[config.mk]
export PLATFORM = sky130hd
export DESIGN_NAME = segment_box_boundary_hit_top_flat
export DESIGN_NICKNAME = d
export VERILOG_FILES = /design/src/sbbh_pkg.sv /design/src/sbbh_ifs.sv /design/src/sbbh_cross_bank.sv /design/src/segment_box_boundary_hit_top.sv /design/src/flat_wrapper.sv
export SDC_FILE = /design/constraint.sdc
export NUM_CORES = 2
export LEC_CHECK = 0
export ABC_CLOCK_PERIOD_IN_PS = 6750
export BUFFER_PORTS_ARGS = -buffer_cell sky130_fd_sc_hd__buf_2
export CORE_MARGIN = 5
export CORE_UTILIZATION = 61
export CTS_CLUSTER_DIAMETER = 120
export DETAILED_ROUTE_END_ITERATION = 8
export HOLD_SLACK_MARGIN = 0.08
export PLACE_DENSITY = 0.76
export SETUP_SLACK_MARGIN = 0.4
export SLEW_MARGIN = 20
export SYNTH_ARGS = -nofsm -noshare
export SYNTH_HDL_FRONTEND = slang
export SYNTH_HIERARCHICAL = 1
export SYNTH_SLANG_ARGS = --single-unit
export TNS_END_PERCENT = 30
[constraint.sdc]
create_clock -name clk -period 6.75 [get_ports clk]
set_input_delay 0.3375 -clock clk [delete_from_list [all_inputs] [get_ports clk]]
set_output_delay 0.3375 -clock clk [all_outputs]
set_load 0.05 [all_outputs]
[src/sbbh_pkg.sv]
// Shared types, register codes and sign helpers for the segment/box boundary test.
`timescale 1ns / 1ps
`default_nettype none

package sbbh_pkg;

  // Width of the configuration register index.
  localparam int CFG_INDEX_BITS = 3;

  typedef enum logic [CFG_INDEX_BITS-1:0] {
    CFG_CENTER_X = 3'd0,
    CFG_CENTER_Z = 3'd1,
    CFG_WIDTH    = 3'd2,
    CFG_HEIGHT   = 3'd3
  } cfg_reg_t;

  // Sign of a value: nz set when nonzero, neg set when negative.
  typedef struct packed {
    logic nz;
    logic neg;
  } sgn_t;

  // Load strobes for the product and sign stages of the cross bank.
  typedef struct packed {
    logic load_prod;
    logic load_sign;
  } sbbh_ctl_t;

  // True unless both values are nonzero with the same sign.
  function automatic logic sbbh_straddle(sgn_t a, sgn_t b);
    return !(a.nz && b.nz && (a.neg == b.neg));
  endfunction

endpackage

`default_nettype wire

[src/sbbh_ifs.sv]
// Valid/ready channel interfaces for segment items and hit results.
`timescale 1ns / 1ps
`default_nettype none

interface sbbh_seg_if #(
  parameter int COORD_BITS = 16
);
  logic                         valid;
  logic                         ready;
  logic signed [COORD_BITS-1:0] seg_start_x;
  logic signed [COORD_BITS-1:0] seg_start_z;
  logic signed [COORD_BITS-1:0] seg_end_x;
  logic signed [COORD_BITS-1:0] seg_end_z;

  modport source (
    output valid, seg_start_x, seg_start_z, seg_end_x, seg_end_z,
    input  ready
  );
  modport sink (
    input  valid, seg_start_x, seg_start_z, seg_end_x, seg_end_z,
    output ready
  );
endinterface

interface sbbh_hit_if;
  logic valid;
  logic ready;
  logic hit;

  modport source (
    output valid, hit,
    input  ready
  );
  modport sink (
    input  valid, hit,
    output ready
  );
endinterface

`default_nettype wire

[src/sbbh_cross_bank.sv]
// Two-stage product and sign bank for the four box corners against the segment line.
`timescale 1ns / 1ps
`default_nettype none

module sbbh_cross_bank
  import sbbh_pkg::*;
#(
  parameter int COORD_BITS = 16
) (
  input  wire                          clk,
  input  wire sbbh_ctl_t               ctl,
  input  wire logic signed [COORD_BITS+1:0] dx,
  input  wire logic signed [COORD_BITS+1:0] dz,
  input  wire logic signed [COORD_BITS+2:0] lx,
  input  wire logic signed [COORD_BITS+2:0] rx,
  input  wire logic signed [COORD_BITS+2:0] tz,
  input  wire logic signed [COORD_BITS+2:0] bz,
  output sgn_t                         sg_lt,
  output sgn_t                         sg_rt,
  output sgn_t                         sg_rb,
  output sgn_t                         sg_lb
);

  localparam int PW = 2 * COORD_BITS + 5;
  localparam int CW = PW + 1;

  logic signed [PW-1:0] p_tz;
  logic signed [PW-1:0] p_bz;
  logic signed [PW-1:0] p_lx;
  logic signed [PW-1:0] p_rx;

  logic signed [CW-1:0] c_lt;
  logic signed [CW-1:0] c_rt;
  logic signed [CW-1:0] c_rb;
  logic signed [CW-1:0] c_lb;

  // Four distinct products cover all four corners.
  always_ff @(posedge clk) begin
    if (ctl.load_prod) begin
      p_tz <= dx * tz;
      p_bz <= dx * bz;
      p_lx <= dz * lx;
      p_rx <= dz * rx;
    end
  end

  assign c_lt = {p_tz[PW-1], p_tz} - {p_lx[PW-1], p_lx};
  assign c_rt = {p_tz[PW-1], p_tz} - {p_rx[PW-1], p_rx};
  assign c_rb = {p_bz[PW-1], p_bz} - {p_rx[PW-1], p_rx};
  assign c_lb = {p_bz[PW-1], p_bz} - {p_lx[PW-1], p_lx};

  always_ff @(posedge clk) begin
    if (ctl.load_sign) begin
      sg_lt <= '{nz: (c_lt != '0), neg: c_lt[CW-1]};
      sg_rt <= '{nz: (c_rt != '0), neg: c_rt[CW-1]};
      sg_rb <= '{nz: (c_rb != '0), neg: c_rb[CW-1]};
      sg_lb <= '{nz: (c_lb != '0), neg: c_lb[CW-1]};
    end
  end

endmodule

`default_nettype wire

[src/segment_box_boundary_hit_top.sv]
// Top level of the segment versus axis-aligned box boundary hit test.
`timescale 1ns / 1ps
`default_nettype none

// Streams one segment item per clock when the output is not stalled and
// returns one hit item for each, in order. A hit is 1 when the segment
// touches or crosses any of the four box sides; a zero cross product
// counts as touching, so a segment collinear with a side's line reports
// a hit even off the side, and a segment wholly inside the box reports 0.
// The box comes from four configuration registers (center x, center z,
// full width, full height, indexes 0 to 3, reset 0); write them only
// while no item is in flight. Throughput is one item per cycle while the
// output is not stalled. A result is valid from the stage 4 output
// register, which holds it while the output is stalled. Stage 1 forms box
// edges, deltas and the side-line tests, stage 2 holds the four corner
// products, stage 3 the corner cross-product signs, stage 4 the output
// register.
// Each stage holds its item under back-pressure, so the input keeps
// taking items while any stage ahead has a free slot.
module segment_box_boundary_hit_top
  import sbbh_pkg::*;
#(
  parameter int COORD_BITS = 16
) (
  input  wire                          clk,
  input  wire                          rst,
  input  wire                          cfg_we,
  input  wire [CFG_INDEX_BITS-1:0]     cfg_index,
  input  wire [COORD_BITS-1:0]         cfg_data,
  sbbh_seg_if.sink                     seg,
  sbbh_hit_if.source                   res
);

  localparam int EW = COORD_BITS + 2;   // doubled coordinates and box edges
  localparam int DW = COORD_BITS + 3;   // corner deltas

  // Configuration registers.
  logic signed [COORD_BITS-1:0] box_center_x;
  logic signed [COORD_BITS-1:0] box_center_z;
  logic        [COORD_BITS-1:0] box_width;
  logic        [COORD_BITS-1:0] box_height;

  always_ff @(posedge clk) begin
    if (rst) begin
      box_center_x <= '0;
      box_center_z <= '0;
      box_width    <= '0;
      box_height   <= '0;
    end else if (cfg_we) begin
      case (cfg_reg_t'(cfg_index))
        CFG_CENTER_X: box_center_x <= cfg_data;
        CFG_CENTER_Z: box_center_z <= cfg_data;
        CFG_WIDTH:    box_width    <= cfg_data;
        CFG_HEIGHT:   box_height   <= cfg_data;
        default:      ;  // drop writes to unknown indexes
      endcase
    end
  end

  // Box edges in doubled units; the half sizes become the full sizes.
  logic signed [EW-1:0] left;
  logic signed [EW-1:0] right;
  logic signed [EW-1:0] top;
  logic signed [EW-1:0] bottom;

  assign left   = {box_center_x[COORD_BITS-1], box_center_x, 1'b0} - {2'b00, box_width};
  assign right  = {box_center_x[COORD_BITS-1], box_center_x, 1'b0} + {2'b00, box_width};
  assign top    = {box_center_z[COORD_BITS-1], box_center_z, 1'b0} + {2'b00, box_height};
  assign bottom = {box_center_z[COORD_BITS-1], box_center_z, 1'b0} - {2'b00, box_height};

  // Doubled segment endpoints.
  logic signed [EW-1:0] sx2;
  logic signed [EW-1:0] sz2;
  logic signed [EW-1:0] ex2;
  logic signed [EW-1:0] ez2;

  assign sx2 = {seg.seg_start_x[COORD_BITS-1], seg.seg_start_x, 1'b0};
  assign sz2 = {seg.seg_start_z[COORD_BITS-1], seg.seg_start_z, 1'b0};
  assign ex2 = {seg.seg_end_x[COORD_BITS-1], seg.seg_end_x, 1'b0};
  assign ez2 = {seg.seg_end_z[COORD_BITS-1], seg.seg_end_z, 1'b0};

  // Side-line tests: each side is axis aligned, so the sign of its cross
  // product is the sign of one coordinate difference, or zero when the
  // side has no length.
  sgn_t s_top, e_top, s_bot, e_bot, s_lft, e_lft, s_rgt, e_rgt;

  assign s_top = '{nz: (sz2 != top),    neg: (sz2 < top)};
  assign e_top = '{nz: (ez2 != top),    neg: (ez2 < top)};
  assign s_bot = '{nz: (sz2 != bottom), neg: (sz2 < bottom)};
  assign e_bot = '{nz: (ez2 != bottom), neg: (ez2 < bottom)};
  assign s_lft = '{nz: (sx2 != left),   neg: (sx2 < left)};
  assign e_lft = '{nz: (ex2 != left),   neg: (ex2 < left)};
  assign s_rgt = '{nz: (sx2 != right),  neg: (sx2 < right)};
  assign e_rgt = '{nz: (ex2 != right),  neg: (ex2 < right)};

  // Side order in the flag vectors: 0 top, 1 right, 2 bottom, 3 left.
  logic [3:0] side_ok_next;

  assign side_ok_next[0] = (box_width == '0)  || sbbh_straddle(s_top, e_top);
  assign side_ok_next[1] = (box_height == '0) || sbbh_straddle(s_rgt, e_rgt);
  assign side_ok_next[2] = (box_width == '0)  || sbbh_straddle(s_bot, e_bot);
  assign side_ok_next[3] = (box_height == '0) || sbbh_straddle(s_lft, e_lft);

  // Pipeline handshake: a stage loads when it is empty or its item moves on.
  logic v1, v2, v3, v4;
  logic ready1, ready2, ready3, ready4;

  assign ready4 = !v4 || res.ready;
  assign ready3 = !v3 || ready4;
  assign ready2 = !v2 || ready3;
  assign ready1 = !v1 || ready2;

  assign seg.ready = ready1;

  always_ff @(posedge clk) begin
    if (rst) begin
      v1 <= 1'b0;
      v2 <= 1'b0;
      v3 <= 1'b0;
      v4 <= 1'b0;
    end else begin
      if (ready1) v1 <= seg.valid;
      if (ready2) v2 <= v1;
      if (ready3) v3 <= v2;
      if (ready4) v4 <= v3;
    end
  end

  // Stage 1: segment direction, corner deltas from the start point, side flags.
  logic signed [EW-1:0] dx;
  logic signed [EW-1:0] dz;
  logic signed [DW-1:0] lx;
  logic signed [DW-1:0] rx;
  logic signed [DW-1:0] tz;
  logic signed [DW-1:0] bz;
  logic [3:0]           side_ok1;

  always_ff @(posedge clk) begin
    if (ready1) begin
      dx       <= ex2 - sx2;
      dz       <= ez2 - sz2;
      lx       <= {left[EW-1], left}     - {sx2[EW-1], sx2};
      rx       <= {right[EW-1], right}   - {sx2[EW-1], sx2};
      tz       <= {top[EW-1], top}       - {sz2[EW-1], sz2};
      bz       <= {bottom[EW-1], bottom} - {sz2[EW-1], sz2};
      side_ok1 <= side_ok_next;
    end
  end

  // Stages 2 and 3: corner products, then corner signs.
  sbbh_ctl_t ctl;
  sgn_t      sg_lt, sg_rt, sg_rb, sg_lb;

  assign ctl.load_prod = ready2;
  assign ctl.load_sign = ready3;

  sbbh_cross_bank #(
    .COORD_BITS (COORD_BITS)
  ) u_cross (
    .clk   (clk),
    .ctl   (ctl),
    .dx    (dx),
    .dz    (dz),
    .lx    (lx),
    .rx    (rx),
    .tz    (tz),
    .bz    (bz),
    .sg_lt (sg_lt),
    .sg_rt (sg_rt),
    .sg_rb (sg_rb),
    .sg_lb (sg_lb)
  );

  // Carry the side flags alongside the bank.
  logic [3:0] side_ok2;
  logic [3:0] side_ok3;

  always_ff @(posedge clk) begin
    if (ready2) side_ok2 <= side_ok1;
    if (ready3) side_ok3 <= side_ok2;
  end

  // Stage 4: combine both straddle tests for each side, hold as the output.
  logic hit_next;
  logic hit;

  assign hit_next = (side_ok3[0] && sbbh_straddle(sg_lt, sg_rt)) ||
                    (side_ok3[1] && sbbh_straddle(sg_rt, sg_rb)) ||
                    (side_ok3[2] && sbbh_straddle(sg_rb, sg_lb)) ||
                    (side_ok3[3] && sbbh_straddle(sg_lb, sg_lt));

  always_ff @(posedge clk) begin
    if (ready4) hit <= hit_next;
  end

  assign res.valid = v4;
  assign res.hit   = hit;

  // Input back-pressure only when every stage holds an item.
  a_full_when_blocked: assert property (@(posedge clk) disable iff (rst)
    !ready1 |-> (v1 && v2 && v3 && v4))
    else $error("input blocked while a pipeline slot is free");

  // An accepted item lands in stage 1.
  a_accept_lands: assert property (@(posedge clk) disable iff (rst)
    (seg.valid && seg.ready) |=> v1)
    else $error("accepted item lost at stage 1");

  // An item leaving stage 3 reaches the output register.
  a_stage3_moves: assert property (@(posedge clk) disable iff (rst)
    (v3 && ready4) |=> v4)
    else $error("item lost between stage 3 and the output");

  // A held item in stage 2 stays put while the stage ahead is blocked.
  a_stage2_holds: assert property (@(posedge clk) disable iff (rst)
    (v2 && !ready3) |=> v2)
    else $error("stalled stage 2 item dropped");

endmodule

`default_nettype wire
[src/flat_wrapper.sv]
// flat-port wrapper written by rule: the top's interface ports become plain ports
module segment_box_boundary_hit_top_flat import sbbh_pkg::*;
#(
  parameter int COORD_BITS = 16
)
  (clk, rst, cfg_we, cfg_index, cfg_data, seg_valid, seg_seg_start_x, seg_seg_start_z, seg_seg_end_x, seg_seg_end_z, seg_ready, res_valid, res_hit, res_ready);
  sbbh_seg_if #(.COORD_BITS(COORD_BITS)) seg_i ();
  sbbh_hit_if res_i ();
  input  wire clk;
  input  wire rst;
  input  wire cfg_we;
  input  wire [CFG_INDEX_BITS-1:0] cfg_index;
  input  wire [COORD_BITS-1:0] cfg_data;
  input wire logic [$bits(seg_i.valid)-1:0] seg_valid;
  input wire logic [$bits(seg_i.seg_start_x)-1:0] seg_seg_start_x;
  input wire logic [$bits(seg_i.seg_start_z)-1:0] seg_seg_start_z;
  input wire logic [$bits(seg_i.seg_end_x)-1:0] seg_seg_end_x;
  input wire logic [$bits(seg_i.seg_end_z)-1:0] seg_seg_end_z;
  output wire logic [$bits(seg_i.ready)-1:0] seg_ready;
  output wire logic [$bits(res_i.valid)-1:0] res_valid;
  output wire logic [$bits(res_i.hit)-1:0] res_hit;
  input wire logic [$bits(res_i.ready)-1:0] res_ready;
  assign seg_i.valid = seg_valid;
  assign seg_i.seg_start_x = seg_seg_start_x;
  assign seg_i.seg_start_z = seg_seg_start_z;
  assign seg_i.seg_end_x = seg_seg_end_x;
  assign seg_i.seg_end_z = seg_seg_end_z;
  assign seg_ready = seg_i.ready;
  assign res_valid = res_i.valid;
  assign res_hit = res_i.hit;
  assign res_i.ready = res_ready;
  segment_box_boundary_hit_top #(.COORD_BITS(COORD_BITS)) u_core (.clk(clk), .rst(rst), .cfg_we(cfg_we), .cfg_index(cfg_index), .cfg_data(cfg_data), .seg(seg_i), .res(res_i));
endmodule
# ---- Word level (Yosys, flattened, before mapping)
# Cells that the tools add are included.
dict set report word_totals {
  ff_bits 349
  in_bits 88
  out_inout_bits 3
  word_cells 129
}
dict set report op_classes {
  add_sub_neg 14
  n_mul 4
  magnitude_cmp 8
  n_eq_ne 19
  reduce_logical 54
}
# op count
set ops {}
lappend ops {{$reduce_bool A38 Y1} 4}
lappend ops {{$sub A37 B37 Y38} 4}
lappend ops {{$mul A18 B19 Y37} 4}
lappend ops {{$lt A17 B18 Y1} 8}
lappend ops {{$ne A17 B18 Y1} 8}
lappend ops {{$sub A18 B17 Y19} 4}
lappend ops {{$sub A17 B17 Y18} 4}
lappend ops {{$add A17 B17 Y18} 2}
lappend ops {{$logic_not A16 Y1} 2}
lappend ops {{$logic_and A1 B1 Y1} 20}
lappend ops {{$logic_not A1 Y1} 12}
lappend ops {{$logic_or A1 B1 Y1} 11}
lappend ops {{$eq A1 B1 Y1} 8}
lappend ops {{$reduce_and A2 Y1} 4}
lappend ops {{$eq A3 B2 Y1 const B} 2}
lappend ops {{$eq A3 B1 Y1 const B} 1}
lappend ops {{$logic_not A3 Y1} 1}

# ---- Logic depth before layout (Yosys ltp)
dict set report logic_depth {
  word_depth 7
  depth_mapped 29
  depth_no_buf 27
}

# ---- By module
# Netlist, hierarchy kept.
# module n_inst cells_each area_each_um2
set by_module_without_submodules {}
lappend by_module_without_submodules {sbbh_cross_bank 1 6989 63440.8}
lappend by_module_without_submodules {segment_box_boundary_hit_top 1 1793 15672.5}

# ---- Least setup slack after synthesis
# No wires, ideal clock.
dict set report synth_path {
  path_kind {reg-to-reg}
  from {register u_core.dz[3]}
  to {register u_core.u_cross.p_lx[36], data pin}
  t_arrival_ps 6432
  t_required_ps 6487
  path_slack_ps 55
  stages_incl_launch_ff 26
  cell_sequence {edfxtp_1 > clkbuf_1 > clkbuf_1 > nand2_1 > fa_1 > fa_1 > fa_1 > fa_1 > inv_1 > fa_1 > inv_1 > fa_1 > inv_1 > ha_1 > a21o_1 > a21o_1 > a21o_1 > o2bb2ai_1 > a41o_1 > o21a_1 > o21a_1 > o21ai_0 > o31a_1 > nand3_1 > a311oi_1 > xnor2_1}
}
dict set report synth_between {
  elab_chain_cells 1
}
# item line_no
set synth_rtl {}
lappend synth_rtl {{start: declaration} segment_box_boundary_hit_top.sv:131} ;# logic signed [EW-1:0] dz;
lappend synth_rtl {{start signal: assignment} segment_box_boundary_hit_top.sv:141} ;# dz <= ez2 - sz2;
lappend synth_rtl {{$mul A18 B19 Y37} sbbh_cross_bank.sv:42} ;# p_lx <= dz * lx;
lappend synth_rtl {{end signal: assignment} sbbh_cross_bank.sv:42}
lappend synth_rtl {{end: declaration} sbbh_cross_bank.sv:29} ;# logic signed [PW-1:0] p_lx;
# No other way between the ends.
# A chain may end at the register's enable or synchronous reset.

# ---- Final worst setup path
dict set report layout_path {
  from {register u_core.dx[1]}
  to {register u_core.u_cross.p_bz[36], data pin}
}
dict set report layout_between {
  elab_chain_cells 1
}
# item line_no
set layout_rtl {}
lappend layout_rtl {{start: declaration} segment_box_boundary_hit_top.sv:130} ;# logic signed [EW-1:0] dx;
lappend layout_rtl {{start signal: assignment} segment_box_boundary_hit_top.sv:140} ;# dx <= ex2 - sx2;
lappend layout_rtl {{$mul A18 B19 Y37} sbbh_cross_bank.sv:41} ;# p_bz <= dx * bz;
lappend layout_rtl {{end signal: assignment} sbbh_cross_bank.sv:41}
lappend layout_rtl {{end: declaration} sbbh_cross_bank.sv:28} ;# logic signed [PW-1:0] p_bz;
# No other way between the ends.

==> impl_metrics.env <==
export IMPL_avgSynthCellArea_um2=9.01
export IMPL_dp_cells=10600
export IMPL_finalSetupTns_ps=0
export IMPL_port_buffers=90
export IMPL_post_synth_top_area_fraction_pct=35.3
export IMPL_period_needed_ps=6650
export IMPL_std_cell_rows=132
export IMPL_grtUsageTotal_pct=34.8
export IMPL_fmax_ghz=0.150
export IMPL_wl_met3_um=19600
export IMPL_critical_path_buf_inv_count=5
export IMPL_critPathSlowestCell="fa_1"
export IMPL_setup_viol=0
export IMPL_grt_pass1_vias=65500
export IMPL_cpPeakStageDelay_ps=520
export IMPL_cpMostUsedCell="fa_1"
export IMPL_cts_sinks=345
export IMPL_tritoncts="done"
export IMPL_cp_max_fo=6
export IMPL_synth_seq_cells=345
export IMPL_grt_pass1_wl_um=368000
export IMPL_num_vias=62900
export IMPL_wl_um=239000
export IMPL_wire_per_inst_um=22.1
export IMPL_path_class="reg2reg"
export IMPL_worst_slew_pin_slew_ps=1050
export IMPL_drive_above_1_share_pct=9.63
export IMPL_seqCellArea_um2=9680
export IMPL_relSlewSlack_pct=29.7
export IMPL_drc=0
export IMPL_wl_met2_um=112000
export IMPL_cp_required_ps=7190
export IMPL_final_min_period_over_clock_period_pct=98.6
export IMPL_ys_warn_count=6
export IMPL_die_area_um2=137000
export IMPL_dp_hpwl_um=193000
export IMPL_synth_top_cells_by_area="fa_1 (35%), ha_1 (12%), edfxtp_1 (11%)"
export IMPL_grt_max_degree=92
export IMPL_crit_path_end_kind="flop"
export IMPL_layout_commonest_cell="inv_1"
export IMPL_die_h_um=370
export IMPL_clkTransAtPathRegs_ps=70
export IMPL_netlist_instances=8782
export IMPL_synth_edf_count=277
export IMPL_ys_seq_area_share_pct=12.2
export IMPL_gp_congestion=0.997
export IMPL_htree_levels=2
export IMPL_async_reset_ff_share_pct=0
export IMPL_ant_nets=0
export IMPL_min_path_type="in2reg"
export IMPL_clock_skew_ps=29.9
export IMPL_dr_pass1_iters=6
export IMPL_rsz0062_at_grt="yes"
export IMPL_via_per_inst=5.81
export IMPL_io_pins=91
export IMPL_grt_overflow=0
export IMPL_final_cell_mix="inv_1 (1825), fa_1 (1366), nand2_1 (915), ha_1 (704), and2_1 (677)"
export IMPL_antenna_found_initial=6
export IMPL_synth_distinct_cells=97
export IMPL_wl_met1_um=93500
export IMPL_drtIter0Drc=5160
export IMPL_arrival_ps=7090
export IMPL_cts_root_buf="clkbuf_16"
export IMPL_netlist_area_um2=79100
export IMPL_hold_slack_ps=230
export IMPL_numCtsBuffers=46
export IMPL_clock_latency_ps=650
export IMPL_multiInputGateArea_um2=62700
export IMPL_core_area_um2=129000
export IMPL_timing_final_hold_violations=0
export IMPL_final_cells=10800
export IMPL_synth_flop_cell="edfxtp_1"
export IMPL_drv_slew=0
export IMPL_clockBufferDepth=3
export IMPL_num_fill_cells=10000
export IMPL_die_w_um=370
export IMPL_final_net_count=11300
export IMPL_outcome="complete, no violations"
export IMPL_area_delta_synth_final_pct=11.3
export IMPL_cap_violations=0
export IMPL_yosysTopAreaCell="fa_1"
export IMPL_startpoint_type="flop"
export IMPL_critical_path_top_delay_family="adder cells"
export IMPL_top_layer="met4"
export IMPL_initial_core_util_pct=61.3
## Yosys cell counts, types with 8 or more instances
| library cell | n |
|---|---|
| inv_1 | 1859 |
| fa_1 | 1394 |
| nand2_1 | 923 |
| ha_1 | 754 |
| and2_1 | 703 |
| a21oi_1 | 421 |
| nor2_1 | 303 |
| clkbuf_1 | 293 |
| edfxtp_1 | 277 |
| xnor2_1 | 274 |
| o21ai_0 | 194 |
| a21o_1 | 143 |
| nand3_1 | 100 |
| nand2b_1 | 96 |
| xor2_1 | 92 |
| nor2b_1 | 79 |
| dfxtp_1 | 68 |
| nand4_1 | 67 |
| o21a_1 | 66 |
| nor3_1 | 63 |
| o21bai_1 | 61 |
| a211oi_1 | 40 |
| a31oi_1 | 40 |
| o31ai_1 | 38 |
| nor4_1 | 34 |
| and3_1 | 31 |
| o211ai_1 | 26 |
| or3_1 | 23 |
| o22ai_1 | 18 |
| a21boi_0 | 15 |
| mux2i_1 | 14 |
| a2111oi_0 | 13 |
| o31a_1 | 13 |
| nand3b_1 | 12 |
| o2111ai_1 | 12 |
| o21ai_1 | 12 |
| a211o_1 | 10 |
| a221oi_1 | 10 |
| a31o_2 | 10 |
| o32ai_1 | 10 |
| a311oi_1 | 9 |
| buf_2 | 9 |
| o221ai_1 | 9 |
| nor3b_1 | 8 |
## registers in the layout, indices dropped and copies added, names as in the netlist, 4 cells and up
| signal | cells |
|---|---|
| u_core/dz | 17 |
| u_core/box_center_z | 16 |
| u_core/side_ok1 | 4 |
| u_core/u_cross/p_lx | 37 |
| u_core/side_ok3 | 4 |
| u_core/side_ok2 | 4 |
| u_core/u_cross/p_bz | 37 |
| u_core/box_height | 16 |
| u_core/dx | 17 |
| u_core/tz | 19 |
| u_core/box_width | 16 |
| u_core/u_cross/p_tz | 37 |
| u_core/box_center_x | 16 |
| u_core/bz | 18 |
| u_core/rx | 18 |
| u_core/lx | 19 |
| u_core/u_cross/p_rx | 37 |
## metrics by stage
step / worst slack, ps / util, % / area [um2]
after detailed placement: -125 / 64.6 / 83400
after global routing: -107 / 68.1 / 88000
final: 95.5 / 68.2 / 88000
after global placement: 57.0 / 64.6 / 83400
after CTS: 161 / 66.8 / 86300
after floorplan: 342 / - / 79200
## worst reg2reg max path: cells and delay by family, from the launching register on
kind            cells  cell delay (ps)
compound gates      9             1820
fa+ha+maj           7             2910
buf+inv             5              400
flops               1              490
simple gates        4              820
## what timing repair did
action,CTS,global route
hold buffers,20,0
hold endpoints to repair,67,0
resized for setup,115,235
setup endpoints to repair,38,49
gates cloned,5,8
pin swaps,65,161
buffers inserted,56,70
## kinds of logic after synthesis
| group | synth area share [%] |
|---|---|
| adder cells (fa/ha/maj) | 47.2 |
| XOR/XNOR | 4.05 |
| AND/OR/NAND/NOR | 15.7 |
| buffers and inverters | 10.3 |
| multiplexers | 0.234 |
| flip-flops | 12.2 |
| AO/OA/AOI/OAI | 10.3 |
| other | 0.00474 |
## metal layers
layer	GRT usage (%)	vias to the layer above
li1	-	28200
met1	44.8	31400
met2	57.6	2685
met3	6.11	675
met4	16.4	0
met5	0	-
## layout make-up
cell class / instances / area share [%]
Antenna cell: 5 / 0.0142
Sequential cell: 345 / 11.0
Clock buffer: 51 / 1.34
Timing Repair Buffer: 518 / 5.60
Clock inverter: 32 / 0.397
Tap cell: 1742 / 2.48
Inverter: 1859 / 7.93
Multi-Input combinational cell: 6277 / 71.2
## worst paths after layout
check / start / endpoint / slack (ps) / depth (start not counted)
max: u_core/dx[1] / u_core/u_cross/p_bz[36] / 100 / 25
min: seg_seg_start_z[0] / u_core/tz[1] / 230 / 3
max reg2reg: u_core/dx[1] / u_core/u_cross/p_bz[36] / 100 / 25
min reg2reg: u_core/side_ok2[1] / u_core/side_ok3[1] / 420 / 0
Power is left out: the tool's default activity adds up to more than one toggle a clock period on the data nets, which glitch-free logic cannot reach.
